## config.mk

```make
export PLATFORM = sky130hd
export DESIGN_NAME = tone_note_queue_sequencer
export DESIGN_NICKNAME = d
export VERILOG_FILES = /design/src/rtl/tnq_pkg.sv /design/src/rtl/tnq_note_mem.sv /design/src/rtl/tnq_core.sv /design/src/rtl/tone_note_queue_sequencer.sv
export SDC_FILE = /design/constraint.sdc
export NUM_CORES = 1
export LEC_CHECK = 0
export BUFFER_PORTS_ARGS = -buffer_cell sky130_fd_sc_hd__buf_2
export CAP_MARGIN = 20
export CORE_MARGIN = 1
export CORE_UTILIZATION = 30
export DETAILED_ROUTE_END_ITERATION = 8
export PLACE_DENSITY = 0.47
export SYNTH_ARGS = -nofsm -noshare
export SYNTH_HDL_FRONTEND = slang
export SYNTH_HIERARCHICAL = 1
export SYNTH_SLANG_ARGS = --single-unit
```

## constraint.sdc

```tcl
create_clock -name i_clk -period 10.3 [get_ports i_clk]
set_input_delay 0 -clock i_clk [delete_from_list [all_inputs] [get_ports i_clk]]
set_output_delay 0 -clock i_clk [all_outputs]
set_load 0.01 [all_outputs]
```

## src/rtl/tnq_pkg.sv

```systemverilog
package tnq_pkg;

    localparam int FREQ_W     = 16;
    localparam int LEN_W      = 16;
    localparam int URG_W      = 9;
    localparam int ELAPSED_W  = 17;
    localparam int CMD_W      = 3;
    localparam int FILL_W     = 5;
    localparam int CFG_IDX_W  = 2;
    localparam int CFG_DATA_W = 16;

    localparam int QUEUE_DEPTH_DEF    = 16;
    localparam int BEAT_PERIOD_MS_DEF = 1000;

    localparam logic [ELAPSED_W-1:0] ELAPSED_MAX = {ELAPSED_W{1'b1}};

    // metronome tone shaping
    localparam logic [URG_W-1:0]  URG_FULL    = 9'd256;
    localparam logic [FREQ_W-1:0] TICK_BASE   = 16'd60;
    localparam logic [FREQ_W-1:0] TOCK_BASE   = 16'd140;
    localparam logic [6:0]        URG_GAIN    = 7'd75;
    localparam logic [LEN_W-1:0]  BEAT_TONE_MS = 16'd50;

    // commands
    localparam logic [CMD_W-1:0] CMD_TICK    = 3'd0;
    localparam logic [CMD_W-1:0] CMD_ENQUEUE = 3'd1;
    localparam logic [CMD_W-1:0] CMD_CLEAR   = 3'd2;
    localparam logic [CMD_W-1:0] CMD_START   = 3'd3;
    localparam logic [CMD_W-1:0] CMD_STOP    = 3'd4;

    // configuration register indexes
    localparam logic [CFG_IDX_W-1:0] REG_URGENCY = 2'd0;
    localparam logic [CFG_IDX_W-1:0] REG_LOW     = 2'd1;
    localparam logic [CFG_IDX_W-1:0] REG_HIGH    = 2'd2;

    localparam logic [URG_W-1:0]  URG_RST  = 9'd256;
    localparam logic [FREQ_W-1:0] LOW_RST  = 16'd31;
    localparam logic [FREQ_W-1:0] HIGH_RST = 16'd4978;

    typedef struct packed {
        logic [LEN_W-1:0]  len;
        logic [FREQ_W-1:0] freq;
    } t_note;

    localparam int NOTE_W = $bits(t_note);

    typedef struct packed {
        logic [CMD_W-1:0]  cmd;
        logic [FREQ_W-1:0] freq;
        logic [LEN_W-1:0]  len;
    } t_item;

    typedef struct packed {
        logic [URG_W-1:0]  urgency;
        logic [FREQ_W-1:0] low;
        logic [FREQ_W-1:0] high;
    } t_cfg;

    typedef struct packed {
        logic              dropped;
        logic [FILL_W-1:0] fill;
        logic              busy;
        logic [FREQ_W-1:0] freq;
        logic              tone_on;
    } t_result;

endpackage

```

## src/rtl/tnq_note_mem.sv

```systemverilog
module tnq_note_mem #(
    parameter int QUEUE_DEPTH = tnq_pkg::QUEUE_DEPTH_DEF
) (
    input  logic                           i_clk,
    input  logic                           i_we,
    input  logic [$clog2(QUEUE_DEPTH)-1:0] i_waddr,
    input  tnq_pkg::t_note                 i_wdata,
    input  logic [$clog2(QUEUE_DEPTH)-1:0] i_raddr,
    output tnq_pkg::t_note                 o_rdata
);
    import tnq_pkg::*;

    t_note r_mem [QUEUE_DEPTH];
    t_note r_rdata;

    always_ff @(posedge i_clk) begin
        if (i_we) begin
            r_mem[i_waddr] <= i_wdata;
        end
    end

    // write-through so the head entry is current when just written
    always_ff @(posedge i_clk) begin
        if (i_we && (i_waddr == i_raddr)) begin
            r_rdata <= i_wdata;
        end else begin
            r_rdata <= r_mem[i_raddr];
        end
    end

    assign o_rdata = r_rdata;

endmodule

```

## src/rtl/tnq_core.sv

```systemverilog
module tnq_core #(
    parameter int QUEUE_DEPTH    = tnq_pkg::QUEUE_DEPTH_DEF,
    parameter int BEAT_PERIOD_MS = tnq_pkg::BEAT_PERIOD_MS_DEF
) (
    input  logic                           i_clk,
    input  logic                           i_rst_n,
    input  logic                           i_adv,
    input  tnq_pkg::t_item                 i_item,
    input  tnq_pkg::t_cfg                  i_cfg,
    input  tnq_pkg::t_note                 i_head_data,
    output logic                           o_wr_en,
    output logic [$clog2(QUEUE_DEPTH)-1:0] o_wr_addr,
    output tnq_pkg::t_note                 o_wr_data,
    output logic [$clog2(QUEUE_DEPTH)-1:0] o_rd_addr,
    output tnq_pkg::t_result               o_res
);
    import tnq_pkg::*;

    localparam int AW = $clog2(QUEUE_DEPTH);
    localparam int CW = $clog2(QUEUE_DEPTH + 1);
    localparam int BW = $clog2(BEAT_PERIOD_MS + 2);
    localparam logic [CW-1:0] DEPTH_C  = CW'(QUEUE_DEPTH);
    localparam logic [CW:0]   DEPTH_W  = (CW+1)'(QUEUE_DEPTH);
    localparam logic [AW-1:0] HEAD_TOP = AW'(QUEUE_DEPTH - 1);
    localparam logic [BW-1:0] PERIOD   = BW'(BEAT_PERIOD_MS);

    logic [AW-1:0]        r_head, n_head;
    logic [CW-1:0]        r_count, n_count;
    logic [FREQ_W-1:0]    r_cur_freq, n_cur_freq;
    logic [LEN_W-1:0]     r_cur_len, n_cur_len;
    logic [ELAPSED_W-1:0] r_elapsed, n_elapsed;
    logic                 r_active, n_active;
    logic                 r_sounding, n_sounding;
    logic                 r_metro, n_metro;
    logic                 r_tock, n_tock;
    logic [BW-1:0]        r_beat, n_beat;

    logic [URG_W-1:0]     urg_clamp;
    logic [15:0]          urg_prod;
    logic [FREQ_W-1:0]    beat_step;
    logic                 full;
    logic [CW:0]          tail_sum;
    logic [AW-1:0]        tail;
    logic [AW-1:0]        head_inc;

    logic                 push_en;
    logic [AW-1:0]        push_addr;
    t_note                push_data;
    logic                 drop;
    logic [BW-1:0]        beat_inc;
    logic [CW-1:0]        cnt_pushed;
    logic                 act_kept;
    logic [ELAPSED_W-1:0] el_inc;
    t_note                pop_note;

    assign urg_clamp = (i_cfg.urgency > URG_FULL) ? URG_FULL : i_cfg.urgency;
    assign urg_prod  = 16'(URG_GAIN) * 16'(urg_clamp);
    assign beat_step = FREQ_W'(urg_prod[15:8]);

    assign full     = (r_count >= DEPTH_C);
    assign tail_sum = (CW+1)'(r_head) + (CW+1)'(r_count);
    assign tail     = (tail_sum >= DEPTH_W) ? AW'(tail_sum - DEPTH_W) : AW'(tail_sum);
    assign head_inc = (r_head == HEAD_TOP) ? '0 : r_head + 1'b1;

    always_comb begin
        n_head     = r_head;
        n_count    = r_count;
        n_cur_freq = r_cur_freq;
        n_cur_len  = r_cur_len;
        n_elapsed  = r_elapsed;
        n_active   = r_active;
        n_sounding = r_sounding;
        n_metro    = r_metro;
        n_tock     = r_tock;
        n_beat     = r_beat;
        push_en    = 1'b0;
        push_addr  = tail;
        push_data  = '{len: BEAT_TONE_MS, freq: (r_tock ? TOCK_BASE : TICK_BASE) + beat_step};
        drop       = 1'b0;
        beat_inc   = r_beat + 1'b1;
        cnt_pushed = r_count;
        act_kept   = r_active;
        el_inc     = (r_elapsed == ELAPSED_MAX) ? r_elapsed : r_elapsed + 1'b1;
        pop_note   = i_head_data;

        case (i_item.cmd)
            CMD_TICK: begin
                if (r_metro) begin
                    if (beat_inc > PERIOD) begin
                        n_beat  = beat_inc - PERIOD;
                        push_en = !full;
                        n_tock  = !r_tock;
                    end else begin
                        n_beat = beat_inc;
                    end
                end
                cnt_pushed = push_en ? r_count + 1'b1 : r_count;
                if (r_active) begin
                    n_elapsed = el_inc;
                    if (el_inc > ELAPSED_W'(r_cur_len)) begin
                        act_kept   = 1'b0;
                        n_sounding = 1'b0;
                        n_cur_freq = '0;
                    end
                end
                n_active = act_kept;
                n_count  = cnt_pushed;
                if (!act_kept && (cnt_pushed != '0)) begin
                    // an empty queue can only pop the beat pushed this tick
                    pop_note   = (r_count == '0) ? push_data : i_head_data;
                    n_cur_freq = pop_note.freq;
                    n_cur_len  = pop_note.len;
                    n_active   = 1'b1;
                    n_elapsed  = '0;
                    n_sounding = (pop_note.freq != '0) && (pop_note.freq >= i_cfg.low)
                                 && (pop_note.freq <= i_cfg.high);
                    n_head     = head_inc;
                    n_count    = cnt_pushed - 1'b1;
                end
            end
            CMD_ENQUEUE: begin
                push_en   = !full;
                drop      = full;
                push_data = '{len: i_item.len, freq: i_item.freq};
                n_count   = full ? r_count : r_count + 1'b1;
            end
            CMD_CLEAR: begin
                n_count    = '0;
                n_active   = 1'b0;
                n_sounding = 1'b0;
                n_cur_freq = '0;
                n_cur_len  = '0;
                n_elapsed  = '0;
            end
            CMD_START: begin
                n_active   = 1'b0;
                n_sounding = 1'b0;
                n_cur_freq = '0;
                n_cur_len  = '0;
                n_elapsed  = '0;
                push_en    = 1'b1;
                push_addr  = r_head;
                push_data  = '{len: BEAT_TONE_MS, freq: TICK_BASE + beat_step};
                n_count    = CW'(1);
                n_beat     = '0;
                n_metro    = 1'b1;
                n_tock     = 1'b1;
            end
            CMD_STOP: begin
                n_metro = 1'b0;
            end
            default: begin
            end
        endcase
    end

    always_ff @(posedge i_clk) begin
        if (!i_rst_n) begin
            r_head     <= '0;
            r_count    <= '0;
            r_cur_freq <= '0;
            r_cur_len  <= '0;
            r_elapsed  <= '0;
            r_active   <= 1'b0;
            r_sounding <= 1'b0;
            r_metro    <= 1'b0;
            r_tock     <= 1'b0;
            r_beat     <= '0;
        end else if (i_adv) begin
            r_head     <= n_head;
            r_count    <= n_count;
            r_cur_freq <= n_cur_freq;
            r_cur_len  <= n_cur_len;
            r_elapsed  <= n_elapsed;
            r_active   <= n_active;
            r_sounding <= n_sounding;
            r_metro    <= n_metro;
            r_tock     <= n_tock;
            r_beat     <= n_beat;
        end
    end

    assign o_wr_en   = i_adv && push_en;
    assign o_wr_addr = push_addr;
    assign o_wr_data = push_data;
    assign o_rd_addr = i_adv ? n_head : r_head;

    always_comb begin
        o_res.tone_on = n_active && n_sounding;
        o_res.freq    = (n_active && n_sounding) ? n_cur_freq : '0;
        o_res.busy    = (n_count != '0) || (n_active && (n_cur_freq != '0));
        o_res.fill    = FILL_W'(n_count);
        o_res.dropped = drop;
    end

    a_count_bound: assert property (@(posedge i_clk) disable iff (!i_rst_n)
        r_count <= DEPTH_C)
        else $error("queue count above depth");

    a_sound_needs_note: assert property (@(posedge i_clk) disable iff (!i_rst_n)
        r_sounding |-> r_active)
        else $error("sounding without an active note");

    a_beat_bound: assert property (@(posedge i_clk) disable iff (!i_rst_n)
        r_beat <= PERIOD)
        else $error("beat counter above period");

    a_clear_empties: assert property (@(posedge i_clk) disable iff (!i_rst_n)
        (i_adv && (i_item.cmd == CMD_CLEAR)) |=> ((r_count == '0) && !r_active))
        else $error("clear left notes behind");

endmodule

```

## src/rtl/tone_note_queue_sequencer.sv

```systemverilog
// Buzzer note sequencer with a ring queue of notes and a metronome.
// Input beats on the s_axis channel: tuser carries the command (tick, enqueue,
// clear, start metronome, stop metronome), tdata the note frequency and length
// used by enqueue. Every input beat yields exactly one status beat on m_axis:
// tone on, driven frequency, busy, queue fill and a drop flag for a refused
// enqueue.
// An accepted input beat is loaded into the input register; its state update
// is then loaded into the output register, from which the status beat leaves.
// Throughput is one beat per cycle while m_axis does not stall; the note queue
// is a one-port-write memory whose head entry is read ahead into a register so
// a tick can pop it at once.
// When m_axis stalls the output register holds its beat and s_axis tready
// drops once the input register is also occupied; nothing is lost.
// Configuration (urgency, lowest and highest sounded frequency) is written on
// the cfg channel, always ready; index 3 is ignored.
// After reset the queue is empty, no note plays, the metronome is off and the
// registers hold urgency 256, range 31 to 4978 Hz. No clearing pass is needed.
module tone_note_queue_sequencer #(
    parameter int QUEUE_DEPTH    = tnq_pkg::QUEUE_DEPTH_DEF,
    parameter int BEAT_PERIOD_MS = tnq_pkg::BEAT_PERIOD_MS_DEF
) (
    input  logic                               i_clk,
    input  logic                               i_rst_n,
    input  logic                               i_s_axis_tvalid,
    output logic                               o_s_axis_tready,
    input  logic [31:0]                        i_s_axis_tdata,  // note_freq, note_length
    input  logic [tnq_pkg::CMD_W-1:0]          i_s_axis_tuser,  // cmd
    output logic                               o_m_axis_tvalid,
    input  logic                               i_m_axis_tready,
    // tone_on, tone_freq, busy_res, queue_fill, dropped
    output logic [23:0]                        o_m_axis_tdata,
    input  logic                               i_cfg_valid,
    output logic                               o_cfg_ready,
    input  logic [tnq_pkg::CFG_IDX_W-1:0]      i_cfg_index,
    input  logic [tnq_pkg::CFG_DATA_W-1:0]     i_cfg_data
);
    import tnq_pkg::*;

    localparam int AW = $clog2(QUEUE_DEPTH);

    logic    r_in_valid;
    t_item   r_item;
    logic    r_out_valid;
    t_result r_out;
    t_cfg    r_cfg;

    logic    adv;
    logic    wr_en;
    logic [AW-1:0] wr_addr;
    logic [AW-1:0] rd_addr;
    t_note   wr_data;
    t_note   head_data;
    t_result res;

    assign adv             = r_in_valid && (!r_out_valid || i_m_axis_tready);
    assign o_s_axis_tready = !r_in_valid || adv;
    assign o_cfg_ready     = 1'b1;

    always_ff @(posedge i_clk) begin
        if (!i_rst_n) begin
            r_in_valid <= 1'b0;
        end else if (o_s_axis_tready) begin
            r_in_valid <= i_s_axis_tvalid;
        end
    end

    always_ff @(posedge i_clk) begin
        if (o_s_axis_tready && i_s_axis_tvalid) begin
            r_item.cmd  <= i_s_axis_tuser;
            r_item.freq <= i_s_axis_tdata[15:0];
            r_item.len  <= i_s_axis_tdata[31:16];
        end
    end

    always_ff @(posedge i_clk) begin
        if (!i_rst_n) begin
            r_out_valid <= 1'b0;
        end else if (adv) begin
            r_out_valid <= 1'b1;
        end else if (i_m_axis_tready) begin
            r_out_valid <= 1'b0;
        end
    end

    always_ff @(posedge i_clk) begin
        if (adv) begin
            r_out <= res;
        end
    end

    always_ff @(posedge i_clk) begin
        if (!i_rst_n) begin
            r_cfg.urgency <= URG_RST;
            r_cfg.low     <= LOW_RST;
            r_cfg.high    <= HIGH_RST;
        end else if (i_cfg_valid) begin
            case (i_cfg_index)
                REG_URGENCY: r_cfg.urgency <= i_cfg_data[URG_W-1:0];
                REG_LOW:     r_cfg.low     <= i_cfg_data;
                REG_HIGH:    r_cfg.high    <= i_cfg_data;
                default: begin
                end
            endcase
        end
    end

    tnq_core #(
        .QUEUE_DEPTH    (QUEUE_DEPTH),
        .BEAT_PERIOD_MS (BEAT_PERIOD_MS)
    ) u_core (
        .i_clk       (i_clk),
        .i_rst_n     (i_rst_n),
        .i_adv       (adv),
        .i_item      (r_item),
        .i_cfg       (r_cfg),
        .i_head_data (head_data),
        .o_wr_en     (wr_en),
        .o_wr_addr   (wr_addr),
        .o_wr_data   (wr_data),
        .o_rd_addr   (rd_addr),
        .o_res       (res)
    );

    tnq_note_mem #(
        .QUEUE_DEPTH (QUEUE_DEPTH)
    ) u_mem (
        .i_clk   (i_clk),
        .i_we    (wr_en),
        .i_waddr (wr_addr),
        .i_wdata (wr_data),
        .i_raddr (rd_addr),
        .o_rdata (head_data)
    );

    assign o_m_axis_tvalid = r_out_valid;
    assign o_m_axis_tdata  = {r_out.dropped, r_out.fill, r_out.busy, r_out.freq, r_out.tone_on};

endmodule
```

==> After elaboration in Yosys (flattened, before gate mapping) <==
Memories as Yosys holds them, arrays and structs flattened. A register that Yosys moved wholly into a read port is not among the register bits.
Cells that the tools add are included.
{ "word_totals": {"rom_bits": 0, "latchBits": 0, "memories": 1, "word_cells": 138, "inputBits": 58, "mem_bits_rw": 512, "reg_bits": 174, "output_inout_bits": 27} }
{ "mem_list": {"columns": ["memory", "depth", "width", "rd", "rd_clocked_by_memory_dff", "wr", "line_no", "rtl"], "rows": [
  ["u_mem.r_mem", 16, 32, 1, 1, 1, "tnq_note_mem.sv:13", "t_note r_mem [QUEUE_DEPTH];"]
]} }
{ "classes": {"n_reduce_logical": 36, "n_eq_ne": 12, "multipliers": 1, "shifts": 0, "n_addsub": 10, "n_div": 0, "n_lt_le_gt_ge": 7, "n_bitwise": 0, "muxes": 48} }
{ "ops": {"columns": ["cell", "count"], "rows": [
  ["2-to-1 mux 16 bit", 4],
  ["one-hot mux 16 bit (2 select lines)", 2],
  ["one-hot mux 32 bit (2 select lines)", 1],
  ["2-to-1 mux 17 bit", 3],
  ["one-hot mux 17 bit (2 select lines)", 1],
  ["2-to-1 mux 32 bit", 1],
  ["nonzero test 16 bit", 2],
  ["2-to-1 mux 4 bit", 6],
  ["2-to-1 mux 10 bit", 2],
  ["one-hot mux 10 bit (2 select lines)", 1],
  ["one-hot mux 5 bit (4 select lines)", 1],
  ["adder 17 x 1 -> 17 bit, second input constant", 1],
  ["equality test 17 bit, second input constant", 1],
  ["> comparator 17 x 16 -> 1 bit", 1],
  ["adder 16 x 8 -> 16 bit", 1],
  [">= comparator 16 bit", 1],
  ["less-or-equal comparator 16 bit", 1],
  ["multiplier 7 x 9 -> 16 bit, first input constant", 1],
  ["2-to-1 mux 1 bit", 16],
  ["2-to-1 mux 5 bit", 3],
  ["adder 10 x 1 -> 10 bit, second input constant", 1],
  ["> comparator 10 bit, second input constant", 1],
  ["nonzero test 5 bit", 2],
  ["subtractor 10 bit, second input constant", 1],
  ["other kinds (32)", 59]
]} }

==> Logic depth before layout (Yosys ltp) <==
Gate-level depths: netlist (run 1).
{ "depth": {"ltp_word": 13, "depth_mapped": 35, "ltp_nobuf": 33} }

==> Hierarchy <==
The synthesis (run 1) kept the hierarchy.
{ "modules_own_cells": {"columns": ["mod", "seq_area_each_um2", "instances", "cells_each", "area_each_um2"], "rows": [
  ["tnq_note_mem", 15454.8, 1, 810, 19274.7],
  ["tnq_core", 1441.4, 1, 1013, 7524.7],
  ["tone_note_queue_sequencer", 2632.5, 1, 238, 3568.4]
]} }

==> Least setup slack after synthesis (run 1) <==
No wires, ideal clock.
{ "synth_timing": {"path_type": "reg-to-reg", "from": "register r_cfg[40] (netlist bit)", "to": "register r_out (netlist bit o_m_axis_tdata[8]), data pin", "setup_slack_ns": 3.261, "setup_ns": 0.140, "period_less_slack_ns": 7.039, "arrival_ns": 6.899, "t_required_ns": 10.160, "stages_incl_launch_ff": 36, "path_buffers": 2, "path_cell_list": "dfxtp_1 > clkbuf_1 > nand2b_1 > inv_1 > ha_1 > ha_1 > inv_1 > fa_1 > fa_1 > inv_1 > ha_1 > or3_1 > a21oi_1 > a21oi_1 > and2_1 > o21a_1 > nor2_1 > xnor2_1 > ha_1 > inv_1 > nor2_1 > o21ai_0 > nand2b_1 > a31oi_1 > o21ai_0 > ha_1 > a21o_1 > a21o_1 > a21oi_1 > nor2_1 > a2111oi_0 > o21ai_0 > a2bb2oi_1 > a31oi_4 > buf_6 > nor2_1"} }
{ "synth_via": {"elab_chain_len": 11, "elab_cells_between_ends": 15, "cone_classes": "add/sub: 1; mul: 1; order compare: 3; mux: 6; reduce/logical: 4"} }
{ "synth_lines": {"columns": ["element", "line_no", "rtl"], "rows": [
  ["start: declaration", "tone_note_queue_sequencer.sv:45", "t_cfg r_cfg;"],
  ["> comparator 9 bit", "tnq_core.sv:56", "assign urg_clamp = (i_cfg.urgency > URG_FULL) ? URG_FULL : i_cfg.urgency;"],
  ["2-to-1 mux 9 bit (*)", "tnq_core.sv:56", null],
  ["multiplier 7 x 9 -> 16 bit (*)", "tnq_core.sv:57", "assign urg_prod = 16'(URG_GAIN) * 16'(urg_clamp);"],
  ["adder 16 x 8 -> 16 bit (*)", "tnq_core.sv:78", "push_data = '{len: BEAT_TONE_MS, freq: (r_tock ? TOCK_BASE : TICK_BASE) + beat_step};"],
  ["2-to-1 mux 32 bit (*)", "tnq_core.sv:110", "pop_note = (r_count == '0) ? push_data : i_head_data;"],
  [">= comparator 16 bit / nonzero test 16 bit (equally long branches)", "tnq_core.sv:115", "n_sounding = (pop_note.freq != '0) && (pop_note.freq >= i_cfg.low)"],
  ["logical AND 1 bit", "tnq_core.sv:115", null],
  ["logical AND 1 bit", "tnq_core.sv:116", "&& (pop_note.freq <= i_cfg.high);"],
  ["2-to-1 mux 1 bit", "tnq_core.sv:108", "if (!act_kept && (cnt_pushed != '0)) begin"],
  ["one-hot mux 1 bit (2 select lines)", "tnq_core.sv:86", "case (i_item.cmd)"],
  ["logical AND 1 bit", "tnq_core.sv:190", "o_res.freq = (n_active && n_sounding) ? n_cur_freq : '0;"],
  ["end signal: assignment", "tone_note_queue_sequencer.sv:87", "r_out <= res;"],
  ["end: declaration", "tone_note_queue_sequencer.sv:44", "t_result r_out;"]
]} }
Mark *: on every way between the ends. The rest lies on a longest branch, timed or not.
A chain may end at the register's enable or synchronous reset.

==> Worst setup path after layout (run 1) <==
{ "layout_timing": {"from": "register r_cfg[40] (netlist bit)", "to": "register r_out (netlist bit o_m_axis_tdata[11]), data pin"} }
The elaborated chain is that of the path after synthesis.

==> results of run 1 <==
[layer usage]
metal / vias to the layer above / wire length, um / share of wire (%) / track usage [%]
li1: 8279 / - / - / -
met1: 9378 / 36590 / 46 / 21.29
met2: 424 / 37520 / 47 / 25.36
met3: 89 / 4090 / 5.1 / 2.627
met4: 0 / 1320 / 1.7 / 4.051
met5: - / 0 / 0 / 0
[state kept, by name, summed over array words and instances, names as in the netlist, 4 cells and up, named ones only]
name	flops
u_mem/r_mem	512
r_cfg	41
r_item	35
o_m_axis_tdata	24
u_core/r_elapsed	17
u_core/r_cur_freq	16
u_core/r_cur_len	16
u_core/r_beat	10
u_core/r_count	5
u_core/r_head	4
[through the flow]
step / hold WS, ps / cell area (sq um)
3_5_place_dp: 178.1 / 32290
6_report: 58.59 / 35710
5_1_grt: 31.32 / 35700
4_1_cts: 10.51 / 35650
2_1_floorplan: 98.87 / 30370
3_3_place_gp: 179.2 / 32280
[worst paths after layout]
kind / from / endpoint / slack (ps) / cells after the start
max: r_cfg[40] / o_m_axis_tdata[11] / 2170 / 33
min: i_s_axis_tdata[31] / r_item[15] / 60 / 2
max reg2reg: r_cfg[40] / o_m_axis_tdata[11] / 2170 / 33
min reg2reg: u_core/r_cur_len[6] / u_core/r_cur_len[6] / 450 / 2
[cells by family (layout without fill, tap and decap cells)]
kind of cell               count (synthesis)  in the layout  synth area share (%)
AOI/OAI and AO/OA                        338            338                 7.569
xor gates and xnor gates                  38             38                 1.096
adders and majority gates                109            109                 4.713
buffers and inverters                    208            429                 3.074
DFF                                      690            690                 64.31
muxes                                    169            169                 10.86
other                                      2              3               0.02473
and+or+nand+nor                          507            507                 8.360
[power by group through the flow]
stage          clock (mW)  combinational [mW]  sequential, mW
3_5_place_dp            0               0.330            3.12
3_3_place_gp            0               0.322            3.12
5_1_grt              3.10               0.384            3.07
6_report             2.92               0.348            3.06
2_1_floorplan           0               0.218            3.11
4_1_cts              3.00               0.349            3.06
[cell type report]
class | count | area (sq um)
inverter | 90 | 337.8
antenna | 1 | 2.502
sequential | 690 | 19540
tap | 1298 | 1624
fill | 9552 | 64440
clock buffer | 101 | 2142
timing repair buffer | 191 | 1401
clock inverter | 47 | 590.6
multi-input combinational | 1163 | 10070
[worst register-to-register path, delay by kind of cell (launching register included)]
| kind | cells | cell delay, ps |
|---|---|---|
| buffers and inverters | 4 | 290 |
| AO/OA/AOI/OAI | 13 | 2870 |
| AND/OR/NAND/NOR | 8 | 1420 |
| adder cells (fa/ha/maj) | 7 | 2580 |
| flip-flops | 1 | 630 |
| XOR/XNOR | 1 | 210 |
[placed cells by master, fill, tap and decap left out, types with 25 or more instances in the layout]
cell type        n
nor2_1          93
nand2_1        161
and3_1          31
o21ai_0         43
edfxtp_1       571
dlygate4sd3_1   62
a21oi_1         79
clkbuf_16       81
nand3_1         44
mux2i_1         38
mux4_2         128
a22oi_1         98
buf_4           45
xnor2_1         25
ha_1           100
buf_2           83
dfxtp_1        117
inv_1           87
==> reports/results.ini, run 1 <==
[cts]
cts.htree.levels=3
ctsResizeCount=0
clkTransAtPathRegs_ps=60
cts_root_buf=clkbuf_16
ctsHoldBuffers=62
clock_latency_ps=650
cts_inserted_buffers=79
clock-sinks=690
cts_buffer_depth=3
postCtsSetupBuffers=0
cts_tree=done

[drt]
routed_via_density=5.074
drc=0
dr.first_iter.drc_count=1256
drt-total-wl_um=79520
route.vias.total=18170
ant_nets=0
wl_per_cell_um=22.20
dr.pass1.iters=5

[final_layout]
fin_cells=3581
area_growth_pct=17.58
layout-drive-gt1-share_pct=18.76
nets=2382
post-route-util_pct=35.65

[global_route]
grt_pass1_wl_um=119000
grt_overflow=0
antenna_found_initial=4
first_global_vias=18710
grt_max_degree=69
track_usage_pct=15.51

[setup_path]
required_ps=10790
cpPeakStageDelay_ps=630
cp.arrival_ps=8620
cpMaxStageDelayCell=dfxtp_1
cpMostUsedCell=ha_1
crit_family=compound AO/OA/AOI/OAI gates
crit_buf_inv=4
cp-end-kind=flip-flop
cp-start-kind=flip-flop
criticalPathCategory=reg2reg
crit_fanout=17

[floorplanning]
boundaryPins=85
dieArea_sq_um=102500
core-area_sq_um=100100
floorplan.rows=116
floorplan.initialDensity_pct=30.32
die_w_um=320.2
dieHeight_um=320.2

[synth]
ys_seq_elements=690
synth_top_area_cell=edfxtp_1
synth_cells=2061
synthTopCellsByArea=edfxtp_1 (56%), mux4_2 (9.5%), dfxtp_1 (7.8%), ha_1 (4.1%), a22oi_1 (2.4%)
synth_edf_count=571
synth.avg_cell_area_sq_um=14.73
synthesis.area_sq_um=30370
yosysSeqAreaShare_pct=64.31
synthFlopType=edfxtp_1
syn-num-nets=2228
yosysMostFrequentCell=edfxtp_1
async_flop_share_pct=0
synth_top_area_share_pct=56.46
synth_commonest_cells=edfxtp_1 (571), nand2_1 (161), mux4_2 (128), dfxtp_1 (119), nor2_1 (106)
yosysWarnings=6
yosysUniqueCellTypes=83

[timing]
setup_violations=0
period_minus_slack_ps=8134
slew_viol_final=0
finalClockSkew_ps=45.25
slew_headroom_pct=26.89
timing.final.ws_setup_ps=2166
fmax_ghz=0.1229
min_period_over_period_pct=78.97
fin_tns_setup_ps=0
rsz0062_at_grt=false
tightest_slew_ps=1091
hold_viol=0

[min_path]
hold_path.class=in2reg

[pwr]
vdd_drop_max_mv=0.1110
clkPwrFrac_pct=46.1
power_density_nw_per_um2=177.3
p_leak_nw=11.90
p_int_mw=4.914
p_sw_mw=1.415
combinationalPowerShare_pct=5.5
seqPwrFrac_pct=48.4
swShare_pct=22.36
power_mw=6.330

[placement]
place.gp.congestion=0.8665
post-place-ws_ps=2202
port_buffers=83
placed_cells=3365
hpwl_um=45540

[flow_run]
max_cap_violations=0

[outcome]
status=complete, no violations

Power figures use the tool's default switching activity.
==> inputs of run 2 (changes only) <==
--- a/config.mk
+++ b/config.mk
@@ -10,7 +10,7 @@
 export CORE_MARGIN = 1
 export CORE_UTILIZATION = 30
 export DETAILED_ROUTE_END_ITERATION = 8
-export PLACE_DENSITY = 0.47
+export PLACE_DENSITY = 0.49
 export SYNTH_ARGS = -nofsm -noshare
 export SYNTH_HDL_FRONTEND = slang
 export SYNTH_HIERARCHICAL = 1
==> constraint.sdc (replaced) <==
create_clock -name i_clk -period 7.2 [get_ports i_clk]
set_input_delay 0 -clock i_clk [delete_from_list [all_inputs] [get_ports i_clk]]
set_output_delay 0 -clock i_clk [all_outputs]
set_load 0.01 [all_outputs]
==> run 2 against run 1 <==
Net effect:
- non-clock buffer count is 32 higher
- worst hold slack got worse by 26 ps
- clock skew shrank 15 ps
- global-route usage down 0.23 points
- first-iteration DRC count rose by 13%
- design area increased by 0.46%
- clock-buffer cell count unchanged
- routed wire length is 0.89% lower
- flip-flop and latch count unchanged
- die area unchanged
- critical path depth decreased by 3
- critical endpoint is now o_m_axis_tdata[13]
- highest routed layer unchanged
==> reports/results.ini, run 2 (synthesized netlist as in run 1, its figures left out) <==
[outcome]
status=complete, no violations

[pwr]
p_int_mw=6.684  ; +36%
clkPwrFrac_pct=43.2  ; -2.9 points
p_leak_nw=11.92  ; +0.16%
swShare_pct=22.75  ; +0.39 points
power_density_nw_per_um2=241.2  ; +36%
vdd_drop_max_mv=0.1530  ; +38%
p_sw_mw=1.968  ; +39%
combinationalPowerShare_pct=6.1  ; +0.6 points
seqPwrFrac_pct=50.7  ; +2.3 points

[timing]
finalClockSkew_ps=30.37  ; -14.88 ps
slew_viol_final=0  ; unchanged
hold_viol=0  ; unchanged
setup_violations=0  ; unchanged
slew_headroom_pct=24.53  ; -2.4 points
holdWs_ps=32.76  ; -25.83 ps
min_period_over_period_pct=94.95  ; +16 points
period_minus_slack_ps=6836  ; -1298 ps
tightest_slew_ps=1129  ; +38.49 ps
fmax_ghz=0.1463  ; +19%

[cts]
cts_tree=done
clock-sinks=690  ; unchanged
cts_buffer_depth=3  ; unchanged
cts_root_buf=clkbuf_16
cts.htree.levels=3  ; unchanged
cts_inserted_buffers=78  ; -1.3%
clock_latency_ps=640  ; about the same
clkTransAtPathRegs_ps=50  ; about the same

[final_layout]
area_growth_pct=18.11
layout_commonest_cell=edfxtp_1
reg.largest.list=u_mem/r_mem (512), r_cfg (41), r_item (35)
nets=2413  ; +1.3%
layout-drive-gt1-share_pct=21.48  ; +2.7 points
final_cell_mix=edfxtp_1 (571), nand2_1 (161), mux4_2 (128)
fin_cells=3604  ; +0.64%
largest_reg_flops=512  ; unchanged
registers.top_by_ff_count=u_mem/r_mem

[drt]
wl_per_cell_um=21.87  ; -1.5%
routed_via_density=5.066  ; -0.16%
dr.first_iter.drc_count=1418  ; +13%
route.vias.total=18260  ; +0.48%
drt-total-wl_um=78810  ; -0.89%
ant_nets=0  ; unchanged
drc=0  ; unchanged
dr.pass1.iters=5  ; unchanged

[floorplanning]
boundaryPins=85  ; unchanged
core-area_sq_um=100100  ; unchanged
floorplan.rows=116  ; unchanged
floorplan.initialDensity_pct=30.32  ; unchanged
die_w_um=320.2  ; unchanged
dieHeight_um=320.2  ; unchanged
dieArea_sq_um=102500  ; unchanged

[placement]
placed_cells=3388  ; +0.68%
port_buffers=83  ; unchanged
place.gp.congestion=0.8530  ; -1.6%
hpwl_um=48330  ; +6.1%

[min_path]
hold_path.class=in2reg

[setup_path]
required_ps=7690  ; -3100 ps
criticalPathCategory=reg2reg
crit_fanout=8  ; -9
cp-end-kind=flip-flop
cpPeakStageDelay_ps=550  ; -80 ps
cp-start-kind=flip-flop
cpMaxStageDelayCell=fa_1
cp.arrival_ps=7320  ; -1300 ps

[global_route]
grt_overflow=0  ; unchanged
antenna_found_initial=1  ; -3
track_usage_pct=15.28  ; -0.23 points
grt_pass1_wl_um=117700  ; -1.1%
first_global_vias=18710  ; -0.0053%
grt_max_degree=69  ; unchanged

[flow_run]
max_cap_violations=0  ; unchanged

-- run 2: cell count changes in the layout (fill, tap and decap cells not counted), sizes merged --
cell,delta
clkinv,-5
bufinv,-8
buf,+32
clkbuf,+2
dlygate4sd3,-2
clkinvlp,+4
-- run 2: final timing paths --
path / start / endpoint / slack (ps) / depth (start not counted)
worst max-delay path: r_cfg[40] / o_m_axis_tdata[13] / 360 / 30
worst min-delay path: i_rst_n / r_cfg[19] / 30 / 3
worst max register to register: r_cfg[40] / o_m_axis_tdata[13] / 360 / 30
worst min register to register: u_core/r_cur_len[7] / u_core/r_cur_len[7] / 450 / 2
-- run 2: worst max-delay path, delay by kind of cell (launching register included) --
kind / cells / cell delay [ps]
buf+inv: 7 / 1050
simple gates: 7 / 1420
xor+xnor: 1 / 110
fa+ha+maj: 7 / 2140
flops: 1 / 380
compound gates: 8 / 1610
-- run 2: power groups by stage --
stage	clock, mW	sequential, mW	combinational, mW
after floorplan	0	4.45	0.312
after CTS	3.84	4.39	0.511
after detailed placement	0	4.47	0.481
final	3.74	4.39	0.531
after global routing	4.01	4.39	0.584
after global placement	0	4.47	0.471
-- run 2: final cells by class --
cell class,count,area (sq um)
Fill cell,9569,64280
Inverter,90,337.8
Clock buffer,101,2079
Timing Repair Buffer,223,1684
Sequential cell,690,19540
Multi-Input combinational cell,1163,10290
Antenna cell,1,2.502
Clock inverter,38,310.3
Tap cell,1298,1624
-- run 2: repair_timing --
| item | 4_1_cts | 5_1_grt |
|---|---|---|
| gates cloned | 0 | 2 |
| setup buffers | 2 | 8 |
| gates resized for setup | 3 | 54 |
| endpoints found under the hold margin | 90 | 0 |
| hold buffers | 60 | 0 |
| setup endpoints to repair | 17 | 18 |
| pin swaps | 4 | 31 |
-- run 2: layer usage --
| metal | part of all wire, % | up-vias | global-route usage [%] |
|---|---|---|---|
| met5 | 0 | - | 0 |
| met2 | 48 | 439 | 25.45 |
| li1 | - | 8345 | - |
| met1 | 45 | 9362 | 20.57 |
| met3 | 4.9 | 112 | 2.450 |
| met4 | 2.0 | 0 | 4.274 |
-- run 2: metrics by stage --
stage	instance area [sq um]	setup slack (ps)	setup TNS [ps]	power [mW]	utilization [%]
3_3_place_gp	32470	-131.3	-2071	4.941	32.42
5_1_grt	35870	-33.55	-401.9	8.979	35.81
6_report	35870	363.8	0	8.652	35.82
3_5_place_dp	32480	-205.7	-2963	4.952	32.43
4_1_cts	35510	44.92	0	8.740	35.45
2_1_floorplan	30370	161.4	0	4.766	-
